==> config.mk <==
export PLATFORM = sky130hd
export DESIGN_NAME = modular_inverse_ext_euclid
export DESIGN_NICKNAME = d
export VERILOG_FILES = /design/src/hw/rtl/mie_pkg.sv /design/src/hw/rtl/mie_datapath.sv /design/src/hw/rtl/modular_inverse_ext_euclid.sv
export VERILOG_INCLUDE_DIRS = /design/src /design/src/hw/rtl
export SDC_FILE = /design/constraint.sdc
export NUM_CORES = 1
export LEC_CHECK = 0
export ABC_AREA = 1
export BUFFER_PORTS_ARGS = -buffer_cell sky130_fd_sc_hd__buf_4
export CAP_MARGIN = 40
export CORE_MARGIN = 2
export CORE_UTILIZATION = 25
export CTS_CLUSTER_DIAMETER = 200
export DETAILED_ROUTE_END_ITERATION = 8
export HOLD_SLACK_MARGIN = 0.1
export PLACE_DENSITY = 0.4
export SETUP_SLACK_MARGIN = 0.4
export SLEW_MARGIN = 20
export SYNTH_ARGS = -nofsm -noshare
export SYNTH_HDL_FRONTEND = slang
export SYNTH_SLANG_ARGS = --single-unit
==> constraint.sdc <==
create_clock -name clk -period 6 [get_ports clk]
set_clock_uncertainty 0.1 [all_clocks]
set_input_delay 0.9 -clock clk [delete_from_list [all_inputs] [get_ports clk]]
set_output_delay 0.9 -clock clk [all_outputs]
set_load 0.01 [all_outputs]
==> src/hw/rtl/modular_inverse_ext_euclid_assert.svh <==
// Assertion macros for the RTL of the modular inverse block.
`ifndef MODULAR_INVERSE_EXT_EUCLID_ASSERT_SVH
`define MODULAR_INVERSE_EXT_EUCLID_ASSERT_SVH

// Same-cycle implication, disabled while reset is asserted.
`define MIE_ASSERT_NOW(name, clk, rst_n, ante, cons) \
    name: assert property (@(posedge clk) disable iff (!rst_n) (ante) |-> (cons)) \
        else $error("modular inverse: same-cycle check failed");

// Next-cycle implication, disabled while reset is asserted.
`define MIE_ASSERT_NEXT(name, clk, rst_n, ante, cons) \
    name: assert property (@(posedge clk) disable iff (!rst_n) (ante) |=> (cons)) \
        else $error("modular inverse: next-cycle check failed");

`endif

==> src/hw/rtl/mie_pkg.sv <==
package mie_pkg;

    localparam int WIDTH_DEF = 32;

    // Sequencer step addresses
    localparam int STEP_W = 3;
    localparam logic [STEP_W-1:0] STEP_IDLE   = 3'd0;
    localparam logic [STEP_W-1:0] STEP_TEST   = 3'd1;
    localparam logic [STEP_W-1:0] STEP_DINIT  = 3'd2;
    localparam logic [STEP_W-1:0] STEP_DSTEP  = 3'd3;
    localparam logic [STEP_W-1:0] STEP_UPDATE = 3'd4;
    localparam logic [STEP_W-1:0] STEP_FIN    = 3'd5;

    // Datapath operations
    typedef logic [2:0] op_t;
    localparam op_t OP_NOP    = 3'd0;
    localparam op_t OP_LOAD   = 3'd1;
    localparam op_t OP_DINIT  = 3'd2;
    localparam op_t OP_DSTEP  = 3'd3;
    localparam op_t OP_UPDATE = 3'd4;
    localparam op_t OP_DONE   = 3'd5;

    // Jump conditions
    typedef logic [1:0] cond_t;
    localparam cond_t COND_ALWAYS   = 2'd0;
    localparam cond_t COND_START    = 2'd1;
    localparam cond_t COND_RN_ZERO  = 2'd2;
    localparam cond_t COND_CNT_LAST = 2'd3;

    typedef struct packed {
        op_t               op;
        cond_t             cond;
        logic [STEP_W-1:0] tgt_true;
        logic [STEP_W-1:0] tgt_false;
    } uword_t;

    typedef struct packed {
        logic rn_zero;
        logic cnt_last;
    } status_t;

    // Microprogram: one control word per step
    function automatic uword_t ucode(input logic [STEP_W-1:0] step);
        uword_t w;
        begin
            unique case (step)
                STEP_IDLE:   w = '{OP_LOAD,   COND_START,    STEP_TEST,   STEP_IDLE};
                STEP_TEST:   w = '{OP_NOP,    COND_RN_ZERO,  STEP_FIN,    STEP_DINIT};
                STEP_DINIT:  w = '{OP_DINIT,  COND_ALWAYS,   STEP_DSTEP,  STEP_DSTEP};
                STEP_DSTEP:  w = '{OP_DSTEP,  COND_CNT_LAST, STEP_UPDATE, STEP_DSTEP};
                STEP_UPDATE: w = '{OP_UPDATE, COND_ALWAYS,   STEP_TEST,   STEP_TEST};
                STEP_FIN:    w = '{OP_DONE,   COND_ALWAYS,   STEP_IDLE,   STEP_IDLE};
                default:     w = '{OP_NOP,    COND_ALWAYS,   STEP_IDLE,   STEP_IDLE};
            endcase
            return w;
        end
    endfunction

endpackage

==> src/hw/rtl/mie_datapath.sv <==
module mie_datapath #(
    parameter int WIDTH = mie_pkg::WIDTH_DEF
) (
    input  logic               clk,
    input  logic               rst_n,
    input  mie_pkg::op_t       op,
    input  logic [WIDTH-1:0]   value,
    input  logic [WIDTH-1:0]   modulus,
    output mie_pkg::status_t   status,
    output logic               done,
    output logic [WIDTH-1:0]   inverse,
    output logic               found
);

    localparam int CW = (WIDTH > 1) ? $clog2(WIDTH) : 1;

    logic [WIDTH-1:0] ro_reg, ro_next;
    logic [WIDTH-1:0] rn_reg, rn_next;
    logic [WIDTH-1:0] mod_reg, mod_next;
    logic [WIDTH:0]   co_reg, co_next;
    logic [WIDTH:0]   cn_reg, cn_next;
    logic [WIDTH:0]   rem_reg, rem_next;
    logic [WIDTH-1:0] dq_reg, dq_next;
    logic [WIDTH:0]   acc_reg, acc_next;
    logic [CW-1:0]    cnt_reg, cnt_next;
    logic             par_reg, par_next;
    logic [WIDTH-1:0] inverse_reg, inverse_next;
    logic             found_reg, found_next;
    logic             done_reg, done_next;

    logic [WIDTH:0]   rem_sh;
    logic [WIDTH:0]   diff;
    logic             qbit;
    logic [WIDTH:0]   red;
    logic [WIDTH-1:0] inv_val;
    logic             fnd;

    // One restoring division bit, with Horner accumulation of q * coef_new
    assign rem_sh = {rem_reg[WIDTH-1:0], dq_reg[WIDTH-1]};
    assign diff   = rem_sh - {1'b0, rn_reg};
    assign qbit   = (rem_sh >= {1'b0, rn_reg});

    // Final reduction: coefficient never exceeds the modulus
    assign red     = (co_reg >= {1'b0, mod_reg}) ? (co_reg - {1'b0, mod_reg}) : co_reg;
    assign inv_val = (par_reg && (red != '0)) ? (mod_reg - red[WIDTH-1:0]) : red[WIDTH-1:0];
    assign fnd     = (ro_reg == WIDTH'(1)) && (mod_reg != '0);

    always_comb
    begin
        ro_next      = ro_reg;
        rn_next      = rn_reg;
        mod_next     = mod_reg;
        co_next      = co_reg;
        cn_next      = cn_reg;
        rem_next     = rem_reg;
        dq_next      = dq_reg;
        acc_next     = acc_reg;
        cnt_next     = cnt_reg;
        par_next     = par_reg;
        inverse_next = inverse_reg;
        found_next   = found_reg;
        done_next    = 1'b0;
        unique case (op)
            mie_pkg::OP_LOAD:
            begin
                ro_next  = value;
                rn_next  = modulus;
                mod_next = modulus;
                co_next  = (WIDTH+1)'(1);
                cn_next  = '0;
                par_next = 1'b0;
            end
            mie_pkg::OP_DINIT:
            begin
                rem_next = '0;
                dq_next  = ro_reg;
                acc_next = '0;
                cnt_next = '0;
            end
            mie_pkg::OP_DSTEP:
            begin
                rem_next = qbit ? diff : rem_sh;
                dq_next  = {dq_reg[WIDTH-2:0], qbit};
                acc_next = {acc_reg[WIDTH-1:0], 1'b0} + (qbit ? cn_reg : '0);
                cnt_next = cnt_reg + CW'(1);
            end
            mie_pkg::OP_UPDATE:
            begin
                ro_next  = rn_reg;
                rn_next  = rem_reg[WIDTH-1:0];
                co_next  = cn_reg;
                cn_next  = co_reg + acc_reg;
                par_next = ~par_reg;
            end
            mie_pkg::OP_DONE:
            begin
                inverse_next = fnd ? inv_val : '0;
                found_next   = fnd;
                done_next    = 1'b1;
            end
            default:
            begin
                done_next = 1'b0;
            end
        endcase
    end

    always_ff @(posedge clk)
    begin
        ro_reg      <= ro_next;
        rn_reg      <= rn_next;
        mod_reg     <= mod_next;
        co_reg      <= co_next;
        cn_reg      <= cn_next;
        rem_reg     <= rem_next;
        dq_reg      <= dq_next;
        acc_reg     <= acc_next;
        cnt_reg     <= cnt_next;
        par_reg     <= par_next;
        inverse_reg <= inverse_next;
        found_reg   <= found_next;
    end

    always_ff @(posedge clk or negedge rst_n)
    begin
        if (!rst_n)
        begin
            done_reg <= 1'b0;
        end
        else
        begin
            done_reg <= done_next;
        end
    end

    assign status.rn_zero  = (rn_reg == '0);
    assign status.cnt_last = (cnt_reg == CW'(WIDTH - 1));
    assign done    = done_reg;
    assign inverse = inverse_reg;
    assign found   = found_reg;

endmodule

==> src/hw/rtl/modular_inverse_ext_euclid.sv <==
// Channel   Ports                     Handshake
// -------   -----------------------   -------------------------------------------
// input     value, modulus            item taken at clk edge with start & !busy
// result    inverse, found            valid for one cycle while done is high
//
// done rises after the accepting edge once the sequencer has run k Euclid
// steps (k at most about 1.44*WIDTH + 2); each step runs the bit-serial
// restoring divider, one quotient bit per cycle.
// rst_n clears the sequencer and the done strobe; working registers are not reset.
// busy stays high from the accepting edge until the result is registered.
// The receiver has no stall: the result shows once, in the cycle done is high.
module modular_inverse_ext_euclid #(
    parameter int WIDTH = mie_pkg::WIDTH_DEF
) (
    input  logic             clk,
    input  logic             rst_n,
    input  logic             start,
    output logic             busy,
    input  logic [WIDTH-1:0] value,
    input  logic [WIDTH-1:0] modulus,
    output logic             done,
    output logic [WIDTH-1:0] inverse,
    output logic             found
);

`include "modular_inverse_ext_euclid_assert.svh"

    logic [mie_pkg::STEP_W-1:0] step_reg, step_next;
    mie_pkg::uword_t            uw;
    mie_pkg::status_t           status;
    mie_pkg::op_t               op;
    logic                       take;

    // Fetch the control word for the current step
    assign uw = mie_pkg::ucode(step_reg);

    // Evaluate the jump condition
    always_comb
    begin
        unique case (uw.cond)
            mie_pkg::COND_ALWAYS:   take = 1'b1;
            mie_pkg::COND_START:    take = start;
            mie_pkg::COND_RN_ZERO:  take = status.rn_zero;
            mie_pkg::COND_CNT_LAST: take = status.cnt_last;
            default:                take = 1'b1;
        endcase
    end

    assign step_next = take ? uw.tgt_true : uw.tgt_false;

    // Hold the load back until an item is actually accepted
    assign op = (uw.cond == mie_pkg::COND_START && !start) ? mie_pkg::OP_NOP : uw.op;

    always_ff @(posedge clk or negedge rst_n)
    begin
        if (!rst_n)
        begin
            step_reg <= mie_pkg::STEP_IDLE;
        end
        else
        begin
            step_reg <= step_next;
        end
    end

    assign busy = (step_reg != mie_pkg::STEP_IDLE);

    mie_datapath #(
        .WIDTH (WIDTH)
    ) u_datapath (
        .clk     (clk),
        .rst_n   (rst_n),
        .op      (op),
        .value   (value),
        .modulus (modulus),
        .status  (status),
        .done    (done),
        .inverse (inverse),
        .found   (found)
    );

    // Result registers fill on the step that returns to idle
    `MIE_ASSERT_NOW(a_done_idle, clk, rst_n, done, !busy)
    // An accepted item occupies the sequencer on the next cycle
    `MIE_ASSERT_NEXT(a_accept_busy, clk, rst_n, start && !busy, busy)
    // No inverse means a zero result
    `MIE_ASSERT_NOW(a_none_zero, clk, rst_n, done && !found, inverse == '0)

endmodule

-- After elaboration in Yosys (flattened, before gate mapping)
Index checks and enable logic that the tools add are counted.
- magnitude comparators: 2
- eq/ne operators: 15
- reduce and logical (&&, ||, !) cells: 12
- muxes and demuxes: 18
- $add $sub $neg: 6
- bitwise gates (word level): 1
- operator list (cell ; count):
    32-bit case mux with 2 select lines ; 4
    33-bit case mux with 2 select lines ; 3
    33-bit adder ; 2
    33-bit by 32-bit greater-or-equal comparator with 1-bit output ; 2
    33-bit 2-to-1 mux ; 2
    11-bit case mux with 6 select lines ; 1
    32-bit 2-to-1 mux ; 2
    32-bit subtractor ; 2
    33-bit nonzero test ; 1
    33-bit by 32-bit subtractor with 33-bit output ; 1
    32-bit by 1-bit == test with 1-bit output, second input constant ; 1
    32-bit zero test ; 1
    32-bit nonzero test ; 1
    3-bit by 2-bit == test with 1-bit output, second input constant ; 4
    3-bit == test, second input constant ; 4
    5-bit case mux with 2 select lines ; 1
    3-bit by 1-bit == test with 1-bit output, second input constant ; 2
    3-bit 2-to-1 mux ; 2
    5-bit by 1-bit adder with 5-bit output, second input constant ; 1
    5-bit == test, second input constant ; 1
    2-bit == test, second input constant ; 2
    1-bit case mux with 4 select lines ; 1
    2-bit nonzero test ; 2
    1-bit logical AND ; 3
    8 further kinds ; 8
- output and inout port bits: 35
- flip-flop bits (word level): 302
- bits of input ports: 67

-- Longest topological paths before layout
Gate-level depths: netlist (run 1).
- word-level depth: 7
- depth in mapped cells: 40

-- Cells and area by module
From an unflattened synthesis (run 1), not the netlist that was laid out.
- cell total of the unflattened synthesis: 3013
- area total of the unflattened synthesis: 22422.8 µm²
- by module, submodules not included (module ; sequential area each (µm²) ; times used ; area each (µm²) ; cells each):
    mie_datapath ; 8973.6 ; 1 ; 22215.1 ; 2981
    modular_inverse_ext_euclid ; 75.1 ; 1 ; 207.7 ; 32

-- Worst setup path before layout (run 1)
OpenSTA, ideal clock, no wires.
- kind: register -> register
- start point: register step_reg[1] in the netlist's numbering
- end point: register u_datapath.acc_reg[0], enable pin
- path slack: 0.635 ns
- cell stages (with the launch flop): 3
- arrival time: 4.701 ns
- setup time: 0.563 ns
- data required time: 5.337 ns
- cells stage by stage: dfrtp_1 > inv_1 > nor2_1
- word-level cells in the longest chain between the ends: 7
- elaborated cells on any way between the ends: 13
- ends and longest elaborated chain (item ; RTL line ; RTL):
    from (decl) ; modular_inverse_ext_euclid.sv:28 ; logic [mie_pkg::STEP_W-1:0] step_reg, step_next;
    from (signal assigned) ; modular_inverse_ext_euclid.sv:58 ; step_reg <= mie_pkg::STEP_IDLE;
    from (signal assigned) ; modular_inverse_ext_euclid.sv:62 ; step_reg <= step_next;
    3-bit == test (tied with other cells) ; mie_pkg.sv:46 ; unique case (step)
    11-bit case mux with 6 select lines * ; mie_pkg.sv:46 ;
    2-bit by 1-bit == test with 1-bit output ; modular_inverse_ext_euclid.sv:52 ; assign op = (uw.cond == mie_pkg::COND_START && !start) ? mie_pkg::OP_NOP : uw.op;
    1-bit logical AND ; modular_inverse_ext_euclid.sv:52 ;
    3-bit 2-to-1 mux * ; modular_inverse_ext_euclid.sv:52 ;
    3-bit by 2-bit == test with 1-bit output ; mie_datapath.sv:63 ; unique case (op)
    2-bit nonzero test (no line) * ; - ;
    to (signal assigned) ; mie_datapath.sv:117 ; acc_reg <= acc_next;
    to (decl) ; mie_datapath.sv:24 ; logic [WIDTH:0] acc_reg, acc_next;
Mark *: on every way between the ends. The rest lies on a longest branch, timed or not.
A chain may end at the register's enable or synchronous reset.

-- Worst setup path after layout (run 1)
- start point: register u_datapath.rem_reg[1]
- end point: register u_datapath.acc_reg[27], data pin
- word-level cells in the longest chain between the ends: 4
- ends and longest elaborated chain (item ; RTL line ; RTL):
    from (decl) ; mie_datapath.sv:22 ; logic [WIDTH:0] rem_reg, rem_next;
    from (signal assigned) ; mie_datapath.sv:115 ; rem_reg <= rem_next;
    33-bit by 32-bit greater-or-equal comparator with 1-bit output ; mie_datapath.sv:41 ; assign qbit = (rem_sh >= {1'b0, rn_reg});
    33-bit 2-to-1 mux ; mie_datapath.sv:84 ; acc_next = {acc_reg[WIDTH-1:0], 1'b0} + (qbit ? cn_reg : '0);
    33-bit adder ; mie_datapath.sv:84 ;
    33-bit case mux with 2 select lines ; mie_datapath.sv:63 ;
Every way passes these cells.

==> results of run 1 <==
## tightest hold or removal path: stages (launching register included)
cell                       delay, ns
sky130_fd_sc_hd__edfxtp_1       0.32
sky130_fd_sc_hd__inv_1          0.05
sky130_fd_sc_hd__nand2_1        0.06
## path summary, 6_finish.rpt
path / start / endpoint / cells past startpoint / slack (ns)
setup reg to reg: u_datapath.rem_reg[1] / u_datapath.acc_reg[27] / 37 / 0.93
min in group asynchronous: rst_n / step_reg[0] / 2 / 0.55
hold reg to reg: u_datapath.cn_reg[0] / u_datapath.co_reg[0] / 2 / 0.39
hold / removal: u_datapath.cn_reg[0] / u_datapath.co_reg[0] / 2 / 0.39
setup / recovery: u_datapath.rem_reg[1] / u_datapath.acc_reg[27] / 37 / 0.93
max in group asynchronous: rst_n / u_datapath.done / 2 / 5.15
## cell families after synthesis
family / count (synthesis) / synth area share
flops: 302 / 0.4001
simple gates: 1531 / 0.2814
compound gates: 520 / 0.1269
buf+inv: 515 / 0.08901
xor+xnor: 53 / 0.02052
fa+ha+maj: 146 / 0.08210
## routing by layer
layer | share of wire | GRT usage | vias to the layer above | wire, um
met3 | 0.047 | 0.02615 | 109 | 3773
li1 | - | - | 10402 | -
met4 | 0.029 | 0.05077 | 0 | 2326
met5 | 0 | 0 | - | 0
met2 | 0.45 | 0.2798 | 414 | 36380
met1 | 0.47 | 0.2356 | 9291 | 38330
## Yosys cell counts, types with 15 or more instances
cell type	n	area [um2]
sky130_fd_sc_hd__o21ai_0	156	780.8
sky130_fd_sc_hd__clkbuf_1	41	153.9
sky130_fd_sc_hd__nand4_1	38	237.7
sky130_fd_sc_hd__a31oi_1	15	93.84
sky130_fd_sc_hd__nand3b_1	23	172.7
sky130_fd_sc_hd__o21a_1	32	240.2
sky130_fd_sc_hd__inv_1	430	1614
sky130_fd_sc_hd__ha_1	142	1777
sky130_fd_sc_hd__a21oi_1	251	1256
sky130_fd_sc_hd__nor4_1	23	143.9
sky130_fd_sc_hd__inv_2	17	63.81
sky130_fd_sc_hd__nand3_1	163	815.8
sky130_fd_sc_hd__xnor2_1	32	280.3
sky130_fd_sc_hd__nand2_1	959	3600
sky130_fd_sc_hd__nor2_1	264	991.0
sky130_fd_sc_hd__edfxtp_1	298	8949
sky130_fd_sc_hd__xor2_1	21	183.9
sky130_fd_sc_hd__nor3_1	22	110.1
## timing repair
action,4_1_cts,5_1_grt
hold endpoints to repair,4,0
pin swaps,1,3
hold buffers,1,0
setup buffers,1,2
gates resized for setup,5,27
setup endpoints to repair,9,20
## cell type report
cell class / instances / area share
flip-flops and latches: 302 / 0.3442
multi-input cells: 2250 / 0.4441
repair buffers: 144 / 0.04322
inverters: 450 / 0.06445
well taps: 1176 / 0.05598
clock buffers: 49 / 0.04018
clock inverters: 22 / 0.007854
## stage by stage
| step | instance area [um2] | hold slack, ns |
|---|---|---|
| 2_1_floorplan | 22620 | 0.3867 |
| 3_3_place_gp | 24860 | 0.3997 |
| 3_5_place_dp | 24900 | 0.4015 |
| 4_1_cts | 26180 | 0.3840 |
| 5_1_grt | 26290 | 0.4001 |
| 6_report | 26290 | 0.3942 |
## power groups by stage
stage	clock network, mW	registers (mW)	logic, mW
2_1_floorplan	0	3.39	4.35
3_3_place_gp	0	3.52	6.09
3_5_place_dp	0	3.53	6.07
4_1_cts	2.44	3.49	6.12
5_1_grt	2.52	3.55	7.00
6_report	2.38	3.49	6.14
==> impl.org, run 1 <==
** STA
- Setup violations remaining at the end of the flow were counted as 0.
- Maximum clock frequency :: 0.1972 GHz
- Unrepaired setup endpoints after global routing :: true
- In the finished design, the share of the clock period the worst path needs comes to 0.8454.
- Worst rel slew slack :: 0.4358
- Transition at the pin with the smallest max-transition slack :: 0.8463 ns
- The count of endpoints failing hold in the final timing report is 0.
- Final min period :: 5.072 ns
- Setup slack on the critical path of the routed design comes to 0.9279 ns.
- Setup TNS after final layout :: 0 ns
- Max-slew violation count :: 0

** Power
- Summed over all nets, the switching power comes to 5.596 mW.
- Net switching fraction of the power :: 0.4663
- Of the total power, registers draw 0.290.
- The analysis attributes to cell leakage a power of 12.26 nW.
- The completed layout was analyzed and its total power is 12.00 mW.
- The share of total power dissipated in combinational logic is 0.511.
- Total power density per cell area :: 456.6 mW/mm2
- VDD IR-drop max :: 0.0003081 V
- The share of total power dissipated in the clock network is 0.198.
- Internal power component :: 6.405 mW

** Job
- Number of maximum-capacitance constraint violations :: 0

** Worst setup path
- Worst setup EP type :: flip-flop
- The most numerous cell type found on the critical path is sky130_fd_sc_hd__nand2_1.
- In this design, the stage delay of the slowest critical-path cell is 0.44 ns.
- Required time reported for the critical path endpoint :: 6.25 ns
- Worst setup path class :: reg2reg
- At the worst endpoint, the arrival time is 5.32 ns.
- The slowest stage of the critical path belongs to the cell sky130_fd_sc_hd__edfxtp_1.
- Number of buffer and inverter instances along the worst setup path :: 2
- Worst Setup Start Kind :: flip-flop
- Broken down by cell family, the worst path's largest delay share belongs to simple AND/OR/NAND/NOR gates.
- Maximum fanout along the worst path :: 12

** Global route
- Vias in the first global route :: 20.00k
- Entering global routing, the biggest net connects 90 pins.
- Summed over all layers, the global routing overflow is 0.
- The number of antenna violations at the first check in global routing was 4.
- The first global-routing pass estimated 122700 um of wire.
- Aggregate global-route resource usage :: 0.1722

** Placement
- Post-DP HPWL :: 64110 um
- Timing analysis after detailed placement gives a worst setup slack of 0.1530 ns.
- In this run the tool buffered the top-level ports with 101 buffer cells.
- In this run, placement finished with an instance count of 4318.
- Final weighted congestion of routability-driven global placement :: 0.9086

** Floorplan
- The total area inside the core boundary comes to 0.08987 mm2.
- Die Footprint :: 0.09289 mm2
- Measured along the x axis, the die boundary spans 304.8 um.
- For this configuration, the core starts out at a cell density of 0.2516.
- Pin placement for this block handled 102 I/O pins.
- Measured along the y axis, the die boundary spans 304.8 um.
- The floorplan has 110 rows.

** Synth
- Post-Synthesis Cell Area :: 0.02262 mm2
- Fraction of the yosys area taken by sequential cells :: 0.4001
- Yosys cell types :: 53
- A synthesized cell averages 7.374 um2.
- For this run, the number of Yosys warnings is 0.
- Mapped Cells :: 3067
- Of all flip-flops after synthesis, the portion carrying an async set or reset was 0.01325.
- In the synthesized netlist the dominant register cell turns out to be sky130_fd_sc_hd__edfxtp_1.
- Number of storage elements in the synthesis netlist :: 302
- EDFF count, synth :: 298
- Net count after synthesis :: 3280

** CTS
- Clock slew seen by the registers of the worst setup and hold paths :: 0.06 ns
- H-tree Lvls :: 2
- TritonCTS built the clock tree.
- In this run, CTS created clock tree buffers numbering 41.
- Clock tree sinks :: 302
- In this run the clock root is driven by a sky130_fd_sc_hd__clkbuf_16.
- Counting along the longest clock path gives a buffer depth of 3.
- For the worst-skew pair, the clock arrives at the later sink with an insertion delay of 0.60 ns.

** Final layout
- Once layout is complete, the utilization of the core stands at 0.2925.
- Register Area :: 0.009049 mm2
- Area Growth Syn to Fin :: 16.22%
- Leaving out fill and tap cells, the most frequent cells in the layout are sky130_fd_sc_hd__nand2_1, sky130_fd_sc_hd__inv_1, sky130_fd_sc_hd__edfxtp_1, sky130_fd_sc_hd__nor2_1, sky130_fd_sc_hd__a21oi_1.
- The filler cells instantiated in the layout total 9906.
- Share of post-route cells with drive strength above 1 :: 0.08548
- Summing all multi-input logic gate instances after layout gives 0.01167 mm2.
- At the end of the flow, the number of nets in the layout was 3402.
- Leaving out fill and tap cells, the most frequent cell in the layout is sky130_fd_sc_hd__nand2_1.
- The repair_antennas step left the layout with diodes totalling 0.
- The finished layout holds 4393 standard cells, fillers aside.

** Status
- Outcome :: finished, final reports clean

** Drt
- In the routed layout, each cell is associated on average with a via count of 4.602.
- After detailed routing, the number of remaining DRC violations is 0.
- Count of TritonRoute iterations in the first routing pass :: 5
- In this run, the number of DRC markers left after iteration 0 of detailed routing was 1413.
- Routed vias :: 20.22k
- Routed length per instance :: 18.40 um
- Summed over all layers, the routed wires come to 80810 um.
- Antenna Violating Nets Remaining :: 0

** Hold path
- HP Class :: reg2reg
(Power assumes the default switching activity.)
==> inputs of run 2 (changes only) <==
==> constraint.sdc (replaced) <==
create_clock -name clk -period 4.7 [get_ports clk]
set_clock_uncertainty 0.1 [all_clocks]
set_input_delay 0.705 -clock clk [delete_from_list [all_inputs] [get_ports clk]]
set_output_delay 0.705 -clock clk [all_outputs]
set_load 0.01 [all_outputs]
==> impl.org, run 2 (synthesis gave the netlist of run 1 again) <==
** CTS
- Clock Root Buffer :: sky130_fd_sc_hd__clkbuf_16 (unchanged)
- CTS tree :: yes (unchanged)
- Clock slew seen by the registers of the worst setup and hold paths :: 0.06 ns (about the same)
- Clock tree sinks :: 302 (unchanged)
- The number of buffers inserted during clock tree synthesis was 40 (was 41).
- Later-pin clock latency in the skew report :: 0.58 ns (was 0.60 ns)
- H-tree Lvls :: 2 (unchanged)
- Maximum clock path buffer count :: 3 (unchanged)

** STA
- Final period utilization :: 0.9525 (was 0.8454)
- Final critical-path setup slack :: 0.2234 ns (was 0.9279 ns)
- Hold slack :: 0.2485 ns (was 0.3942 ns)
- Unrepaired setup endpoints after global routing: true (unchanged).
- The relative max-transition margin is 0.5266 (was 0.4358).
- The minimum clock period after layout is 4.477 ns (was 5.072 ns).
- The setup violation total in the final timing report is 0 (unchanged).
- The highest attainable clock frequency was 0.2234 GHz (was 0.1972 GHz).
- Transition at the pin with the smallest max-transition slack :: 0.7101 ns (was 0.8463 ns)
- The number of max-slew violations in the final report is 0 (unchanged).
- The count of endpoints failing hold in the final timing report was 0 (unchanged).

** Floorplan
- The placement row count was 110 (unchanged).
- Effective utilization at floorplan :: 0.2516 (unchanged)
- The area inside the core boundary came to 0.08987 mm2 (unchanged).
- Vertical die dimension :: 304.8 um (unchanged)
- Horizontal extent of the die :: 304.8 um (unchanged)
- Die Footprint :: 0.09289 mm2 (unchanged)
- I/O Pins :: 102 (unchanged)

** Drt
- The detailed router's first-iteration violation count was 1248 (was 1413).
- The per-cell via count in the routed design came to 4.568 (was 4.602).
- Met1 routed wirelength after detailed routing :: 38420 um (was 38330 um)
- Uppermost metal layer occupied by signal nets :: met4 (unchanged)
- The iteration count of the initial detailed-routing pass was 5 (unchanged).
- The final routed DRC violation total came to 0 (unchanged).
- Detailed route wirelength on metal3 :: 3568 um (was 3773 um)
- Routed length per instance :: 17.97 um (was 18.40 um)
- The post-route antenna net violation count came to 0 (unchanged).
- Routed vias :: 21.23k (was 20.22k)
- Final WL :: 83490 um (was 80810 um)
- The sum of met2 wire segment lengths after detailed routing came to 39280 um (was 36380 um).

** Hold path
- The worst hold path depth came to 1 (was 2).
- HP Class :: in2reg (was reg2reg)

** Worst setup path
- Worst Setup Start Kind :: flip-flop (unchanged)
- Cell depth of the worst setup path :: 31 (was 37)
- The kind of cell adding the most delay to the critical path was compound AO/OA/AOI/OAI gates (was simple AND/OR/NAND/NOR gates).
- Cell mode on critical path :: sky130_fd_sc_hd__nand2_2 (was sky130_fd_sc_hd__nand2_1)
- The critical path buffer and inverter count came to 1 (was 2).
- Slowest Stage Delay on Critical Path :: 0.40 ns (was 0.44 ns)
- WP data arrival :: 4.71 ns (was 5.32 ns)
- The endpoint class of the critical path was a flip-flop (unchanged).
- Required time reported for the critical path endpoint :: 4.93 ns (was 6.25 ns)
- The highest net fanout along the worst path was 5 (was 12).
- The start-to-end type of the worst setup path is reg2reg (unchanged).
- R2R cell count :: 31 (was 37)
- Slowest stage cell, crit path :: sky130_fd_sc_hd__edfxtp_1 (unchanged)

** Power
- The total power density per cell area is 588.9 mW/mm2 (was 456.6 mW/mm2).
- The leakage dissipation came to 13.69 nW (was 12.26 nW).
- VDD IR-drop max :: 0.0003276 V (was 0.0003081 V)

** Final layout
- Most common cell after layout, fill and taps aside :: sky130_fd_sc_hd__nand2_1 (unchanged)
- Area Growth Syn to Fin :: 30.97% (was 16.22%)
- The area of all placed cells without fillers is 0.02962 mm2 (was 0.02629 mm2).
- Commonest cells after routing, fill and taps aside :: sky130_fd_sc_hd__nand2_1, sky130_fd_sc_hd__inv_1, sky130_fd_sc_hd__buf_4, sky130_fd_sc_hd__edfxtp_1, sky130_fd_sc_hd__nor2_1 (was sky130_fd_sc_hd__nand2_1, sky130_fd_sc_hd__inv_1, sky130_fd_sc_hd__edfxtp_1, sky130_fd_sc_hd__nor2_1, sky130_fd_sc_hd__a21oi_1)
- The end-of-flow core utilization came to 0.3296 (was 0.2925).
- Share of post-route cells with drive strength above 1 :: 0.2156 (was 0.08548)
- The number of nets in the finished design came to 3653 (was 3402).

** Global route
- The total routing resource utilization after global routing is 0.1756 (was 0.1722).
- The remaining global-route overflow is 0 (unchanged).
- The number of global-route vias before repair was 20.70k (was 20.00k).
- Antenna violations before repair :: 2 (was 4)
- The first-pass GRT wire length is 124800 um (was 122700 um).
- The pin count of the biggest net entering global routing is 75 (was 90).

** Status
- Outcome :: finished, final reports clean (unchanged)

** Placement
- Final weighted congestion of routability-driven global placement :: 0.8918 (was 0.9086)
- The total placed instance area was 0.02631 mm2 (was 0.02490 mm2).
- Post-DP HPWL :: 65000 um (was 64110 um)
- The worst-case setup slack after placement came to -0.1647 ns (was 0.1530 ns).
- The count of buffers from port buffering was 101 (unchanged).

** Job
- Number of maximum-capacitance constraint violations :: 0 (unchanged)
run 2: cell count changes in the layout (fill, tap and decap cells not counted), sizes merged:
cell,before,now
buf,143,392
clkinv,17,23
clkbuf,49,45
inv,450,446
bufbuf,0,2
diode,0,2
bufinv,2,3
clkinvlp,3,4
nand2,965,966
run 2: worst register-to-register path, delay by kind of cell, from the launching register on:
kind | cells | cell delay, ns
AOI/OAI and AO/OA | 10 | 1.58
and+or+nand+nor | 17 | 1.16
buffers and inverters | 1 | 0.11
adders and majority gates | 3 | 0.87
DFF | 1 | 0.40
run 2: final timing paths:
path | start | endpoint | slack (ns)
max | u_datapath.rem_reg[15] | u_datapath.acc_reg[27] | 0.22
min | modulus[24] | u_datapath.mod_reg[24] | 0.25
max reg2reg | u_datapath.rem_reg[15] | u_datapath.acc_reg[27] | 0.22
min reg2reg | u_datapath.dq_reg[22] | u_datapath.dq_reg[23] | 0.42
max in group asynchronous | rst_n | step_reg[1] | 4.03
min in group asynchronous | rst_n | u_datapath.done | 0.37
run 2: cell type report:
cell class              count  area [um2]
repair buffers            395        3274
clock inverters            26       230.2
diodes                      2       5.005
well taps                1176        1471
inverters                 450        1707
clock buffers              45        1020
multi-input cells        2251       12860
fillers                  9680       60250
flip-flops and latches    302        9049
run 2: report_power, final:
group | internal (mW) | leakage [nW] | total, mW | switching, mW
Clock | 1.73 | 0.608 | 3.01 | 1.28
Sequential | 3.94 | 2.89 | 4.45 | 0.506
Combinational | 3.98 | 10.2 | 9.99 | 6.01
Total | 9.65 | 13.7 | 17.4 | 7.80
run 2: metrics by stage:
step | power (mW) | cells | TNS, ns
final | 17.44 | 4647 | 0
after global routing | 18.88 | 4645 | -0.2875
after CTS | 17.06 | 4604 | 0
after detailed placement | 13.14 | 4486 | -0.7183
after global placement | 13.17 | 4486 | -0.3846
after floorplan | 9.963 | 3067 | 0
run 2: what timing repair did:
item / 4_1_cts / 5_1_grt
pin swaps: 59 / 49
hold buffers: 1 / 0
gates cloned: 4 / 1
resized for setup: 128 / 161
buffers inserted: 42 / 39
endpoints found under the setup margin: 53 / 55
endpoints found under the hold margin: 4 / 0
run 2: routing by layer:
| metal | track usage | vias up |
|---|---|---|
| li1 | - | 10940 |
| met1 | 0.2294 | 9829 |
| met2 | 0.2983 | 356 |
| met3 | 0.02802 | 102 |
| met4 | 0.05031 | 0 |
| met5 | 0 | - |
